==> src/hdl/joystick_frame_drive_mapper_macros.svh <==
// assertion macros used by the joystick frame drive mapper top level
`ifndef JOYSTICK_FRAME_DRIVE_MAPPER_MACROS_SVH
`define JOYSTICK_FRAME_DRIVE_MAPPER_MACROS_SVH

// same-cycle implication, checked outside reset
`define JFDM_ASSERT_IMP(label, ante, cons, msg) \
    label: assert property (@(posedge i_clk) disable iff (!i_rst_n) (ante) |-> (cons)) \
        else $error(msg);

// next-cycle implication, checked outside reset
`define JFDM_ASSERT_NXT(label, ante, cons, msg) \
    label: assert property (@(posedge i_clk) disable iff (!i_rst_n) (ante) |=> (cons)) \
        else $error(msg);

`endif

==> src/hdl/jfdm_pkg.sv <==
// shared types, constants and codes of the joystick frame drive mapper
package jfdm_pkg;

    // default frame limits
    localparam int DEF_MAX_DIGITS = 3;
    localparam int DEF_LINE_LIMIT = 11;

    // payload widths
    localparam int BYTE_W  = 8;
    localparam int LEVEL_W = 7;
    localparam int MAG_W   = 10;
    localparam int PROD_W  = 14;
    localparam int SVAL_W  = 12;
    localparam int DIGIT_W = 4;
    localparam int OUT_W   = 24;
    localparam int CFG_AW  = 1;

    // value limits
    localparam logic [MAG_W-1:0]   MAG_LIMIT   = 10'd1023;
    localparam logic [MAG_W-1:0]   BRAKE_VALUE = 10'd100;
    localparam logic [LEVEL_W-1:0] LEVEL_RESET = 7'd70;

    // queue between parser and mapper
    localparam int QDEPTH = 2;
    localparam int QPTR_W = $clog2(QDEPTH);
    localparam int QCNT_W = $clog2(QDEPTH + 1);

    // characters
    localparam logic [BYTE_W-1:0] CH_X     = 8'h58;
    localparam logic [BYTE_W-1:0] CH_Y     = 8'h59;
    localparam logic [BYTE_W-1:0] CH_SEMI  = 8'h3B;
    localparam logic [BYTE_W-1:0] CH_MINUS = 8'h2D;
    localparam logic [BYTE_W-1:0] CH_CR    = 8'h0D;
    localparam logic [BYTE_W-1:0] CH_LF    = 8'h0A;
    localparam logic [BYTE_W-1:0] CH_ZERO  = 8'h30;
    localparam logic [BYTE_W-1:0] CH_NINE  = 8'h39;

    // configuration register indexes
    localparam logic [CFG_AW-1:0] CFG_LEFT_LEVEL  = 1'd0;
    localparam logic [CFG_AW-1:0] CFG_RIGHT_LEVEL = 1'd1;

    // parser phases
    typedef enum logic [2:0] {
        PH_EXPECT_X,
        PH_X_SEP,
        PH_X_FIRST,
        PH_X_DIGITS,
        PH_Y_SEP,
        PH_Y_FIRST,
        PH_Y_DIGITS
    } t_phase;

    // one parsed frame handed from parser to mapper
    typedef struct packed {
        logic             valid;
        logic             x_neg;
        logic [MAG_W-1:0] x_mag;
        logic             y_neg;
        logic [MAG_W-1:0] y_mag;
    } t_frame_rec;

    // queue status seen by both sides
    typedef struct packed {
        logic full;
        logic empty;
    } t_q_status;

    // one result item
    typedef struct packed {
        logic               brake_request;
        logic               toggle_direction;
        logic               direction_backward;
        logic [LEVEL_W-1:0] right_drive;
        logic [LEVEL_W-1:0] left_drive;
        logic               frame_valid;
    } t_result;

endpackage

==> src/hdl/jfdm_front.sv <==
// byte parser: takes frame bytes, builds x and y, pushes one record per ';'
module jfdm_front
    import jfdm_pkg::*;
#(
    parameter int MAX_DIGITS = DEF_MAX_DIGITS,
    parameter int LINE_LIMIT = DEF_LINE_LIMIT
) (
    input  logic              i_clk,
    input  logic              i_rst_n,
    input  logic              i_byte_valid,
    input  logic [BYTE_W-1:0] i_byte,
    input  t_q_status         i_q_status,
    output logic              o_byte_ready,
    output logic              o_push,
    output t_frame_rec        o_rec
);

    localparam int POS_W  = $clog2(LINE_LIMIT + 1);
    localparam int DCNT_W = $clog2(MAX_DIGITS + 2);
    localparam logic [POS_W-1:0]  POS_LIMIT = POS_W'(LINE_LIMIT);
    localparam logic [DCNT_W-1:0] DCNT_MAX  = DCNT_W'(MAX_DIGITS);

    t_phase             r_phase, n_phase;
    logic [POS_W-1:0]   r_pos, n_pos;
    logic [DCNT_W-1:0]  r_dcnt, n_dcnt;
    logic               r_neg, n_neg;
    logic               r_x_neg, n_x_neg;
    logic [MAG_W-1:0]   r_x_mag, n_x_mag;
    logic [MAG_W-1:0]   r_y_mag, n_y_mag;
    logic               r_err, n_err;

    logic               w_accept;
    logic               w_is_end;
    logic               w_is_ctrl;
    logic               w_is_digit;
    logic [DIGIT_W-1:0] w_digit;
    logic               w_in_y;
    logic [MAG_W-1:0]   w_cur_mag;
    logic [DCNT_W-1:0]  w_dcnt_inc;
    logic               w_too_many;
    logic [PROD_W-1:0]  w_mag10;
    logic [MAG_W-1:0]   w_mag_new;

    // byte classification
    assign w_accept   = i_byte_valid && o_byte_ready;
    assign w_is_end   = (i_byte == CH_SEMI);
    assign w_is_ctrl  = (i_byte == CH_CR) || (i_byte == CH_LF);
    assign w_is_digit = i_byte inside {[CH_ZERO:CH_NINE]};
    assign w_digit    = i_byte[DIGIT_W-1:0];

    // digit accumulation, magnitude saturates
    assign w_in_y     = (r_phase == PH_Y_FIRST) || (r_phase == PH_Y_DIGITS);
    assign w_cur_mag  = w_in_y ? r_y_mag : r_x_mag;
    assign w_dcnt_inc = (r_dcnt <= DCNT_MAX) ? r_dcnt + 1'b1 : r_dcnt;
    assign w_too_many = (w_dcnt_inc > DCNT_MAX);
    assign w_mag10    = {1'b0, w_cur_mag, 3'b000} + {3'b000, w_cur_mag, 1'b0}
                      + {{(PROD_W-DIGIT_W){1'b0}}, w_digit};
    assign w_mag_new  = (w_mag10 > {{(PROD_W-MAG_W){1'b0}}, MAG_LIMIT}) ?
                        MAG_LIMIT : w_mag10[MAG_W-1:0];

    // next state
    always_comb begin
        n_phase = r_phase;
        n_pos   = r_pos;
        n_dcnt  = r_dcnt;
        n_neg   = r_neg;
        n_x_neg = r_x_neg;
        n_x_mag = r_x_mag;
        n_y_mag = r_y_mag;
        n_err   = r_err;
        if (w_accept && w_is_end) begin
            n_phase = PH_EXPECT_X;
            n_pos   = '0;
            n_dcnt  = '0;
            n_neg   = 1'b0;
            n_x_neg = 1'b0;
            n_x_mag = '0;
            n_y_mag = '0;
            n_err   = 1'b0;
        end else if (w_accept && !w_is_ctrl) begin
            if (r_pos >= POS_LIMIT) begin
                n_err = 1'b1;
            end else begin
                n_pos = r_pos + 1'b1;
                if (!r_err) begin
                    case (r_phase)
                        PH_EXPECT_X: begin
                            if (i_byte == CH_X) begin
                                n_phase = PH_X_SEP;
                            end else begin
                                n_err = 1'b1;
                            end
                        end
                        PH_X_SEP: begin
                            n_phase = PH_X_FIRST;
                        end
                        PH_X_FIRST, PH_X_DIGITS: begin
                            if (i_byte == CH_Y) begin
                                n_x_neg = r_neg;
                                n_neg   = 1'b0;
                                n_dcnt  = '0;
                                n_phase = PH_Y_SEP;
                            end else if (i_byte == CH_MINUS && r_phase == PH_X_FIRST) begin
                                n_neg   = 1'b1;
                                n_phase = PH_X_DIGITS;
                            end else if (w_is_digit) begin
                                n_dcnt  = w_dcnt_inc;
                                n_phase = PH_X_DIGITS;
                                if (w_too_many) begin
                                    n_err = 1'b1;
                                end else begin
                                    n_x_mag = w_mag_new;
                                end
                            end else begin
                                n_err = 1'b1;
                            end
                        end
                        PH_Y_SEP: begin
                            n_phase = PH_Y_FIRST;
                        end
                        PH_Y_FIRST, PH_Y_DIGITS: begin
                            if (i_byte == CH_MINUS && r_phase == PH_Y_FIRST) begin
                                n_neg   = 1'b1;
                                n_phase = PH_Y_DIGITS;
                            end else if (w_is_digit) begin
                                n_dcnt  = w_dcnt_inc;
                                n_phase = PH_Y_DIGITS;
                                if (w_too_many) begin
                                    n_err = 1'b1;
                                end else begin
                                    n_y_mag = w_mag_new;
                                end
                            end else begin
                                n_err = 1'b1;
                            end
                        end
                        default: begin
                            n_err = 1'b1;
                        end
                    endcase
                end
            end
        end
    end

    // outputs: ready while the queue has room, record on ';'
    always_comb begin
        o_byte_ready = !i_q_status.full;
        o_push       = w_accept && w_is_end;
        o_rec.valid  = !r_err && w_in_y;
        o_rec.x_neg  = r_x_neg;
        o_rec.x_mag  = r_x_mag;
        o_rec.y_neg  = r_neg;
        o_rec.y_mag  = r_y_mag;
    end

    // parse state registers
    always_ff @(posedge i_clk) begin
        if (!i_rst_n) begin
            r_phase <= PH_EXPECT_X;
            r_pos   <= '0;
            r_dcnt  <= '0;
            r_neg   <= 1'b0;
            r_x_neg <= 1'b0;
            r_x_mag <= '0;
            r_y_mag <= '0;
            r_err   <= 1'b0;
        end else begin
            r_phase <= n_phase;
            r_pos   <= n_pos;
            r_dcnt  <= n_dcnt;
            r_neg   <= n_neg;
            r_x_neg <= n_x_neg;
            r_x_mag <= n_x_mag;
            r_y_mag <= n_y_mag;
            r_err   <= n_err;
        end
    end

endmodule

==> src/hdl/jfdm_queue.sv <==
// short first-in first-out queue of parsed frame records
module jfdm_queue
    import jfdm_pkg::*;
(
    input  logic       i_clk,
    input  logic       i_rst_n,
    input  logic       i_push,
    input  t_frame_rec i_rec,
    input  logic       i_pop,
    output t_frame_rec o_rec,
    output t_q_status  o_status
);

    t_frame_rec          r_slot [QDEPTH];
    logic [QPTR_W-1:0]   r_wptr, n_wptr;
    logic [QPTR_W-1:0]   r_rptr, n_rptr;
    logic [QCNT_W-1:0]   r_count, n_count;

    // pointer and fill count update
    always_comb begin
        n_wptr  = r_wptr;
        n_rptr  = r_rptr;
        n_count = r_count;
        if (i_push) begin
            n_wptr = (r_wptr == QPTR_W'(QDEPTH - 1)) ? '0 : r_wptr + 1'b1;
        end
        if (i_pop) begin
            n_rptr = (r_rptr == QPTR_W'(QDEPTH - 1)) ? '0 : r_rptr + 1'b1;
        end
        if (i_push && !i_pop) begin
            n_count = r_count + 1'b1;
        end else if (i_pop && !i_push) begin
            n_count = r_count - 1'b1;
        end
    end

    always_ff @(posedge i_clk) begin
        if (!i_rst_n) begin
            r_wptr  <= '0;
            r_rptr  <= '0;
            r_count <= '0;
        end else begin
            r_wptr  <= n_wptr;
            r_rptr  <= n_rptr;
            r_count <= n_count;
        end
    end

    // record storage
    always_ff @(posedge i_clk) begin
        if (i_push) begin
            r_slot[r_wptr] <= i_rec;
        end
    end

    assign o_rec           = r_slot[r_rptr];
    assign o_status.full   = (r_count == QCNT_W'(QDEPTH));
    assign o_status.empty  = (r_count == '0);

endmodule

==> src/hdl/jfdm_back.sv <==
// drive mapper: quadrant rules, direction tracking, output register
module jfdm_back
    import jfdm_pkg::*;
(
    input  logic               i_clk,
    input  logic               i_rst_n,
    input  logic               i_cfg_we,
    input  logic [CFG_AW-1:0]  i_cfg_addr,
    input  logic [LEVEL_W-1:0] i_cfg_wdata,
    input  t_frame_rec         i_rec,
    input  t_q_status          i_q_status,
    output logic               o_pop,
    output logic               o_valid,
    input  logic               i_ready,
    output t_result            o_result
);

    logic [LEVEL_W-1:0]       r_left_level;
    logic [LEVEL_W-1:0]       r_right_level;
    logic                     r_dir, n_dir;
    logic                     r_out_valid;
    t_result                  r_out, n_out;

    logic signed [SVAL_W-1:0] w_x;
    logic signed [SVAL_W-1:0] w_y;
    logic                     w_use_l;
    logic                     w_use_r;
    logic                     w_set;
    logic                     w_set_bwd;

    // configuration registers
    always_ff @(posedge i_clk) begin
        if (!i_rst_n) begin
            r_left_level  <= LEVEL_RESET;
            r_right_level <= LEVEL_RESET;
        end else if (i_cfg_we) begin
            case (i_cfg_addr)
                CFG_LEFT_LEVEL:  r_left_level  <= i_cfg_wdata;
                CFG_RIGHT_LEVEL: r_right_level <= i_cfg_wdata;
                default: begin
                end
            endcase
        end
    end

    // signed joystick values
    assign w_x = i_rec.x_neg ? -$signed({2'b00, i_rec.x_mag}) : $signed({2'b00, i_rec.x_mag});
    assign w_y = i_rec.y_neg ? -$signed({2'b00, i_rec.y_mag}) : $signed({2'b00, i_rec.y_mag});

    // quadrant rules, tried in order
    always_comb begin
        w_use_l   = 1'b0;
        w_use_r   = 1'b0;
        w_set     = 1'b0;
        w_set_bwd = 1'b0;
        if (w_x == '0 && w_y == '0) begin
            w_use_l = 1'b0;
        end else if (w_y >= 0 && w_x >= 0) begin
            if (w_y >= w_x) begin
                w_set = 1'b1; w_use_l = 1'b1; w_use_r = 1'b1;
            end else begin
                w_use_r = 1'b1;
            end
        end else if (w_y <= 0 && w_x <= 0) begin
            if (w_x >= w_y) begin
                w_set = 1'b1; w_set_bwd = 1'b1; w_use_l = 1'b1; w_use_r = 1'b1;
            end else begin
                w_use_l = 1'b1;
            end
        end else if (w_y >= 0 && w_x <= 0) begin
            if (-w_x > w_y) begin
                w_use_l = 1'b1;
            end else begin
                w_set = 1'b1; w_use_l = 1'b1; w_use_r = 1'b1;
            end
        end else begin
            if (w_x > -w_y) begin
                w_use_r = 1'b1;
            end else begin
                w_set = 1'b1; w_set_bwd = 1'b1; w_use_l = 1'b1; w_use_r = 1'b1;
            end
        end
    end

    // result of the head record
    always_comb begin
        o_pop = !i_q_status.empty && (!r_out_valid || i_ready);
        n_dir = r_dir;
        n_out = '0;
        n_out.frame_valid = i_rec.valid;
        if (i_rec.valid) begin
            if (w_set) begin
                n_dir = w_set_bwd;
            end
            n_out.left_drive       = w_use_l ? r_left_level : '0;
            n_out.right_drive      = w_use_r ? r_right_level : '0;
            n_out.toggle_direction = w_set && (w_set_bwd != r_dir);
            n_out.brake_request    = (i_rec.x_mag == BRAKE_VALUE) && !i_rec.x_neg
                                   && (i_rec.y_mag == BRAKE_VALUE) && !i_rec.y_neg;
        end
        n_out.direction_backward = n_dir;
    end

    // direction and output valid
    always_ff @(posedge i_clk) begin
        if (!i_rst_n) begin
            r_dir       <= 1'b0;
            r_out_valid <= 1'b0;
        end else begin
            if (o_pop) begin
                r_dir       <= n_dir;
                r_out_valid <= 1'b1;
            end else if (i_ready) begin
                r_out_valid <= 1'b0;
            end
        end
    end

    // output payload
    always_ff @(posedge i_clk) begin
        if (o_pop) begin
            r_out <= n_out;
        end
    end

    assign o_valid  = r_out_valid;
    assign o_result = r_out;

endmodule

==> src/hdl/joystick_frame_drive_mapper.sv <==
// top level of the joystick frame drive mapper
//
//  channel   direction  handshake                      payload
//  s_axis    in         s_axis_tvalid / s_axis_tready  one frame byte
//  m_axis    out        m_axis_tvalid / m_axis_tready  one drive result per ';'
//  cfg       in         i_cfg_we                       drive level registers
//
// one byte per cycle is taken; a ';' reaches m_axis via queue and output register
// the parser only stalls when the two-entry record queue is full
// the mapper stalls on its own when m_axis_tready is low; its output register frees
// the queue in the same cycle the result is taken
// synchronous active-low reset; drive levels reset to 70, direction to forward
`include "joystick_frame_drive_mapper_macros.svh"

module joystick_frame_drive_mapper
    import jfdm_pkg::*;
#(
    parameter int MAX_DIGITS = DEF_MAX_DIGITS,
    parameter int LINE_LIMIT = DEF_LINE_LIMIT
) (
    input  logic               i_clk,
    input  logic               i_rst_n,
    // frame bytes
    input  logic               s_axis_tvalid,
    output logic               s_axis_tready,
    input  logic [BYTE_W-1:0]  s_axis_tdata,   // [7:0] rx_byte
    // drive results
    output logic               m_axis_tvalid,
    input  logic               m_axis_tready,
    // [0] frame_valid, [7:1] left_drive, [14:8] right_drive, [15] direction_backward,
    // [16] toggle_direction, [17] brake_request, [23:18] zero
    output logic [OUT_W-1:0]   m_axis_tdata,
    // configuration writes
    input  logic               i_cfg_we,
    input  logic [CFG_AW-1:0]  i_cfg_addr,
    input  logic [LEVEL_W-1:0] i_cfg_wdata
);

    logic       w_push;
    logic       w_pop;
    t_frame_rec w_rec_in;
    t_frame_rec w_rec_out;
    t_q_status  w_q_status;
    t_result    w_result;

    // parser
    jfdm_front #(
        .MAX_DIGITS (MAX_DIGITS),
        .LINE_LIMIT (LINE_LIMIT)
    ) u_front (
        .i_clk        (i_clk),
        .i_rst_n      (i_rst_n),
        .i_byte_valid (s_axis_tvalid),
        .i_byte       (s_axis_tdata),
        .i_q_status   (w_q_status),
        .o_byte_ready (s_axis_tready),
        .o_push       (w_push),
        .o_rec        (w_rec_in)
    );

    // record queue
    jfdm_queue u_queue (
        .i_clk    (i_clk),
        .i_rst_n  (i_rst_n),
        .i_push   (w_push),
        .i_rec    (w_rec_in),
        .i_pop    (w_pop),
        .o_rec    (w_rec_out),
        .o_status (w_q_status)
    );

    // mapper
    jfdm_back u_back (
        .i_clk       (i_clk),
        .i_rst_n     (i_rst_n),
        .i_cfg_we    (i_cfg_we),
        .i_cfg_addr  (i_cfg_addr),
        .i_cfg_wdata (i_cfg_wdata),
        .i_rec       (w_rec_out),
        .i_q_status  (w_q_status),
        .o_pop       (w_pop),
        .o_valid     (m_axis_tvalid),
        .i_ready     (m_axis_tready),
        .o_result    (w_result)
    );

    // pack the result, zero fill to whole bytes
    assign m_axis_tdata = {{(OUT_W - $bits(t_result)){1'b0}}, w_result};

    // checks
    `JFDM_ASSERT_IMP(a_no_push_when_full, w_push, !w_q_status.full,
        "record pushed into a full queue")
    `JFDM_ASSERT_IMP(a_no_pop_when_empty, w_pop, !w_q_status.empty,
        "record popped from an empty queue")
    `JFDM_ASSERT_IMP(a_invalid_is_quiet, m_axis_tvalid && !w_result.frame_valid,
        w_result.left_drive == '0 && w_result.right_drive == '0 &&
        !w_result.toggle_direction && !w_result.brake_request,
        "invalid frame result carries drive or flags")
    `JFDM_ASSERT_NXT(a_pop_loads_output, w_pop, m_axis_tvalid,
        "popped record did not reach the output")

endmodule
==> config.mk <==
export PLATFORM = sky130hd
export DESIGN_NAME = joystick_frame_drive_mapper
export DESIGN_NICKNAME = d
export VERILOG_FILES = /design/src/hdl/jfdm_pkg.sv /design/src/hdl/jfdm_front.sv /design/src/hdl/jfdm_queue.sv /design/src/hdl/jfdm_back.sv /design/src/hdl/joystick_frame_drive_mapper.sv
export VERILOG_INCLUDE_DIRS = /design/src /design/src/hdl
export SDC_FILE = /design/constraint.sdc
export NUM_CORES = 1
export LEC_CHECK = 0
export BUFFER_PORTS_ARGS = -buffer_cell sky130_fd_sc_hd__buf_2
export CAP_MARGIN = 25
export CORE_MARGIN = 2
export CORE_UTILIZATION = 56
export CTS_CLUSTER_DIAMETER = 150
export CTS_CLUSTER_SIZE = 8
export DETAILED_ROUTE_END_ITERATION = 10
export PLACE_DENSITY = 0.85
export SLEW_MARGIN = 20
export SYNTH_ARGS = -nofsm -noshare
export SYNTH_HDL_FRONTEND = slang
export SYNTH_SLANG_ARGS = --single-unit
==> constraint.sdc <==
create_clock -name i_clk -period 5.87 [get_ports i_clk]
set_input_delay 0.2935 -clock i_clk [delete_from_list [all_inputs] [get_ports i_clk]]
set_output_delay 0.2935 -clock i_clk [all_outputs]
set_load 0.03 [all_outputs]
==> flow_summary.ini, run 1 <==
[outcome]
status = finished clean

[timing]
finalMaxSlewViolations = 0
setup_viol = 0
fmax_mhz = 183
min_period_ns = 5.47
fin_crit_sh_pct = 93.2
max_slew_margin_pct = 33.9
tns_ns = 0
rsz0062_at_grt = no
fin_skew_ns = 0.00690
fin_ws_ns = 0.399
hold_viol = 0
worstMarginPinSlew_ns = 0.985

[synth]
netlist.area_leader.share_pct = 25.4
synth_edf_count = 64
synth.area.top_cells = edfxtp_1 (25%), dfxtp_1 (14%), ha_1 (9.9%)
ys_types = 74
syn_inst = 789
yosys_register_bits = 118
synth-async-reset-ratio_pct = 0
synth_top_flop_cell = edfxtp_1
synth-seq-area-share_pct = 39.7
syn_area_per_cell_um2 = 9.58
synth_area_um2 = 7560
yosys_warnings = 0
synth_top_cell_by_area = edfxtp_1

[worst_hold_path]
hp-class = input pin to flop
timing.hold.worst.start = i_cfg_wdata[1]

[finish]
diodes = 0
fill_cells = 1009
drive_gt1_share_pct = 15.1
multi_input_area_um2 = 4280
area_delta_synth_final_pct = 12.7
regArea_um2 = 3000
final_nets = 916

[placement]
pre_cts_slack_ns = 0.489
routabilityCongestion = 0.959
portBuffers = 40
place_hpwl_mm = 12.5

[routing]
vias = 6066
wl_per_cell_um = 16.9
drt-total-wl_mm = 17.3
drc = 0
drt_first_pass_iters = 7
drtAntennaViolNets = 0
detail_route.iter0.violations = 397
via_per_inst = 5.94

[clock_tree]
cts_sinks = 118
cts_setup_buffers = 0
cts_inserted_buffers = 17
h-tree-depth = 4
clkTransAtPathRegs_ns = 0.06
clock_latency_ns = 0.41
cts-root-buf = clkbuf_16
postCtsHoldBufs = 0
cts_tree = done
cts_buffer_depth = 2

[global_route]
grt_overflow = 0
grt_start_max_net_pins = 34
antenna_found_initial = 0
grt_first_pass_wirelength_mm = 28.5
grtUsageTotal_pct = 24.8
first_global_vias = 5955

[die]
io_pins = 47
die_w_um = 120
coreArea_um2 = 13200
fp.dieArea_um2 = 14400
initial_core_util_pct = 57.3
die_y_um = 120
num_rows = 42

[critical_path]
worstSetupEndpointType = flop
critical_path_class = flop to flop
cp.arrival_ns = 5.64
cp.required_ns = 6.04
critical_path.max_fanout = 30
worst_setup_path_start_kind = flop

[flow_run]
cap_violations = 0

[power_and_ir_drop]
leakagePower_nw = 3.59
irDropWorstVdd_mv = 0.265
power.density_nw_per_um2 = 394
-- cell type report --
type / instances / share of cell area (%)
clock buffer: 18 / 5.04
clock inverter: 14 / 1.50
inverter: 45 / 1.98
multi-input combinational: 601 / 50.2
sequential: 118 / 35.3
tap: 176 / 2.58
timing repair buffer: 50 / 3.41
-- report_power, final --
part | internal, mW | leakage (nW) | switching [mW] | total (mW)
clock | 0.583 | 0.263 | 0.379 | 0.963
combinational | 0.536 | 2.19 | 0.852 | 1.39
sequential | 0.969 | 1.14 | 0.0405 | 1.01
-- critical path, stage by stage (launching register included) --
cell and delay, ns:
dfxtp_2 0.39, buf_4 0.34, buf_4 0.35, or3b_1 0.38
a222oi_1 0.53, a21oi_1 0.16, xnor2_1 0.82, xnor2_1 0.18
ha_1 0.33, nand4_1 0.12, nor2_1 0.16, a41oi_1 0.14
a21oi_1 0.17, a31oi_1 0.09, a32oi_2 0.43, o211a_1 0.24
nand2_1 0.08, mux2_1 0.31
-- routing by layer --
metal	vias up	wire (µm)	GRT usage, %
met4	0	444	9.71
li1	2962	-	-
met2	196	8630	43.0
met3	35	811	4.25
met1	2873	7400	30.7
met5	-	0	0
-- timing repair --
action	in CTS	in global routing
setup endpoints to repair	0	1
resized for setup	0	1
endpoints found under the hold margin	0	0
-- through the flow --
step | instances | hold WS [ns] | power, mW | utilization (%) | instance area (µm²)
2_1_floorplan | 794 | 0.417 | 2.11 | - | 7580
3_3_place_gp | 988 | 0.438 | 2.37 | 60.1 | 7920
3_5_place_dp | 990 | 0.444 | 2.38 | 60.3 | 7950
4_1_cts | 1022 | 0.105 | 3.35 | 64.5 | 8510
5_1_grt | 1022 | 0.122 | 3.56 | 64.6 | 8520
6_report | 1022 | 0.114 | 3.36 | 64.6 | 8520
-- cell usage in the layout, fill, tap and decap left out, drive strengths merged, types with 26 or more instances in the layout --
| cell | count |
|---|---|
| xnor2 | 34 |
| a211oi | 26 |
| nand2 | 65 |
| mux2i | 26 |
| inv | 47 |
| buf | 50 |
| a21oi | 41 |
| nor2 | 88 |
| edfxtp | 64 |
| dfxtp | 54 |
| ha | 60 |
-- cells in the mapped netlist, types with 3 or more instances --
master and n:
nor4_1 9, nand2_1 65, buf_2 3, a21o_1 11
xor2_1 9, nor2b_1 11, or2_2 3, edfxtp_1 64
inv_1 43, and2_1 13, o22ai_1 3, o21ai_0 24
nor4b_1 7, nor3b_1 3, mux2i_1 25, o31ai_1 4
or3b_1 3, xnor2_1 33, or4_1 3, a31oi_1 8
a21oi_1 41, mux2_2 23, and3_1 10, nor2_1 88
nand4_1 11, nor3_2 3, nand3_1 14, ha_1 60
buf_4 10, o32ai_1 3, or3_1 4, a41oi_1 3
nand2b_1 12, dfxtp_1 54, clkbuf_1 17, a311oi_1 3
a211oi_1 26, nor3_1 12, o21a_1 6
-- final timing paths --
kind	endpoint	slack, ns	cells past startpoint
setup / recovery	u_back.o_result[15]	0.40	17
hold / removal	u_back.r_left_level[1]	0.11	3
setup reg to reg	u_back.o_result[15]	0.40	17
hold reg to reg	u_back.r_right_level[5]	0.45	2
-- logic make-up after synthesis --
family          share of synthesized area, %
flops                                   39.7
buf+inv                                 4.27
fa+ha+maj                               10.5
compound gates                          14.3
xor+xnor                                5.30
mux                                     7.07
other cells                           0.0496
simple gates                            18.9
-- registers in the layout, summed over array words and instances, names as in the netlist, 2 cells and up, named ones only --
signal / flops
u_queue.r_slot: 46
u_back.o_result: 18
u_front.r_x_mag: 10
u_front.r_y_mag: 10
u_back.r_left_level: 7
u_back.r_right_level: 7
u_front.r_pos: 4
u_front.r_dcnt: 3
u_front.r_phase: 3
u_queue.r_count: 2
Note: power is estimated with default switching activity, not from simulation.
==> run 2: changes to the inputs <==
--- a/config.mk
+++ b/config.mk
@@ -14,6 +14,7 @@
 export CTS_CLUSTER_SIZE = 8
 export DETAILED_ROUTE_END_ITERATION = 10
 export PLACE_DENSITY = 0.85
+export RECOVER_POWER = 50
 export SLEW_MARGIN = 20
 export SYNTH_ARGS = -nofsm -noshare
 export SYNTH_HDL_FRONTEND = slang
==> run 2 against run 1 <==
Highest routed layer unchanged. Combinational power hardly changed. Worst hold slack worse by 0.0024 ns. Die area stayed put. Largest cell class unchanged. Wire length hardly changed. Clock-buffer cell count stayed put. Register-to-register slack better by 0.02 ns. Global-route usage stayed put. Sequential share of layout area is 0.15 points higher. First-iteration DRC count is 9.6% lower. Critical path depth stayed put. Worst setup slack better by 0.020 ns. Cell count stayed put.
==> flow_summary.ini, run 2 (synthesized netlist as in run 1, its figures left out) <==
[finish]
drive_gt1_share_pct = 12.3
regArea_um2 = 3000
stdcell_count = 1022
final_nets = 916
largest_register_ffs = 46
fin_util_pct = 64.3
multi_input_area_um2 = 4280
final_cell_area_um2 = 8480
final_cell_mix = nor2_1 (86), nand2_1 (64), edfxtp_1 (64)
diodes = 0
layout_commonest_cell = nor2_1
fill_cells = 1023
top_register = u_queue.r_slot
area_delta_synth_final_pct = 12.2

[placement]
place_hpwl_mm = 12.5
pre_cts_slack_ns = 0.489
postPlaceCellArea_um2 = 7950
dp_cells = 990
portBuffers = 40
routabilityCongestion = 0.959

[power_and_ir_drop]
irDropWorstVdd_mv = 0.265
swShare_pct = 38.1
power.density_nw_per_um2 = 394
power.total_mw = 3.35
seqPwrFrac_pct = 30.3
comb_power_share_pct = 40.9
clock_power_share_pct = 28.8
leakagePower_nw = 3.52
switching_power_mw = 1.28
p_int_mw = 2.07

[die]
die_y_um = 120
coreArea_um2 = 13200
fp.dieArea_um2 = 14400
num_rows = 42
io_pins = 47
die_w_um = 120
initial_core_util_pct = 57.3

[timing]
fin_ws_ns = 0.420
min_period_ns = 5.45
finalMaxSlewViolations = 0
fin_skew_ns = 0.00740
hold_viol = 0
setup_viol = 0
holdWs_ns = 0.111
worstMarginPinSlew_ns = 1.18
max_slew_margin_pct = 21.6
fmax_mhz = 183
fin_crit_sh_pct = 92.8
tns_ns = 0
rsz0062_at_grt = no

[clock_tree]
cts_tree = done
cts_buffer_depth = 2
clock_latency_ns = 0.42
h-tree-depth = 4
cts_sinks = 118
cts-root-buf = clkbuf_16
clkTransAtPathRegs_ns = 0.06
cts_inserted_buffers = 17

[routing]
drc = 0
wl_per_cell_um = 16.9
drtAntennaViolNets = 0
drt_first_pass_iters = 8
drt-total-wl_mm = 17.3
via_per_inst = 5.91
vias = 6040
detail_route.iter0.violations = 359

[critical_path]
cp.arrival_ns = 5.62
critical_path.max_fanout = 30
critical_path_class = flop to flop
worst_setup_path_start_kind = flop
worstSetupEndpointType = flop
crit_chain = buf_4 > buf_4 > or3b_1 > a222oi_1 > a21oi_1 > xnor2_1 > xnor2_1 > ha_1 > nand4_1 > nor2_1 > a41oi_1 > a21oi_1 > a31oi_1 > a32oi_2 > o211a_1 > nand2_1 > mux2_1
worst_path_largest_cell_delay_ns = 0.81
slowest_stage = xnor2_1
critPathBufInv = 2
critPathTopFamily = compound AO/OA/AOI/OAI gates
cp.required_ns = 6.04

[outcome]
status = finished clean

[global_route]
grtUsageTotal_pct = 24.8
grt_first_pass_wirelength_mm = 28.5
grt_overflow = 0
first_global_vias = 5955
antenna_found_initial = 0
grt_start_max_net_pins = 34

[worst_hold_path]
hp-class = input pin to flop

[flow_run]
cap_violations = 0
## run 2: changes by cell type in the layout (fill, tap and decap cells not counted), sizes merged
cell and change:
clkbuf +24, buf -24
## run 2: worst register-to-register path, stage by stage (launching register included)
cell	delay (ns)
dfxtp_2	0.39
buf_4	0.34
buf_4	0.36
or3b_1	0.39
a222oi_1	0.51
a21oi_1	0.16
xnor2_1	0.81
xnor2_1	0.18
ha_1	0.33
nand4_1	0.12
nor2_1	0.16
a41oi_1	0.14
a21oi_1	0.17
a31oi_1	0.09
a32oi_2	0.44
o211a_1	0.24
nand2_1	0.08
mux2_1	0.31
## run 2: metal layers
metal | GRT usage [%] | part of all wire [%] | routed length [µm]
met1 | 30.7 | 43 | 7500
met4 | 9.71 | 2.8 | 483
met3 | 4.25 | 3.9 | 675
met5 | 0 | 0 | 0
met2 | 43.0 | 50 | 8630
## run 2: repair_timing
action	4_1_cts	5_1_grt
buffers inserted	0	0
hold buffers	0	0
setup endpoints to repair	0	1
endpoints found under the hold margin	0	0
resized for setup	0	1
## run 2: final timing paths
check	from	to	slack (ns)	depth (start not counted)
setup / recovery	flop	u_back.o_result[15]	0.42	17
hold / removal	i_cfg_wdata[1]	u_back.r_left_level[1]	0.11	3
setup reg to reg	flop	u_back.o_result[15]	0.42	17
hold reg to reg	u_back.r_right_level[5]	u_back.r_right_level[5]	0.45	2
## run 2: power groups by stage
stage | sequential (mW) | combinational, mW | clock, mW
floorplan | 1.13 | 0.976 | 0
global placement | 1.02 | 1.35 | 0
detailed placement | 1.02 | 1.36 | 0
CTS | 1.01 | 1.37 | 0.970
global route | 1.02 | 1.52 | 1.00
finish | 1.01 | 1.37 | 0.964
## run 2: area by class of cell
cell class	count	area share [%]
multi-input combinational	601	50.4
tap	176	2.60
clock buffer	18	5.06
clock inverter	14	1.50
sequential	118	35.4
timing repair buffer	50	3.01
inverter	45	1.99
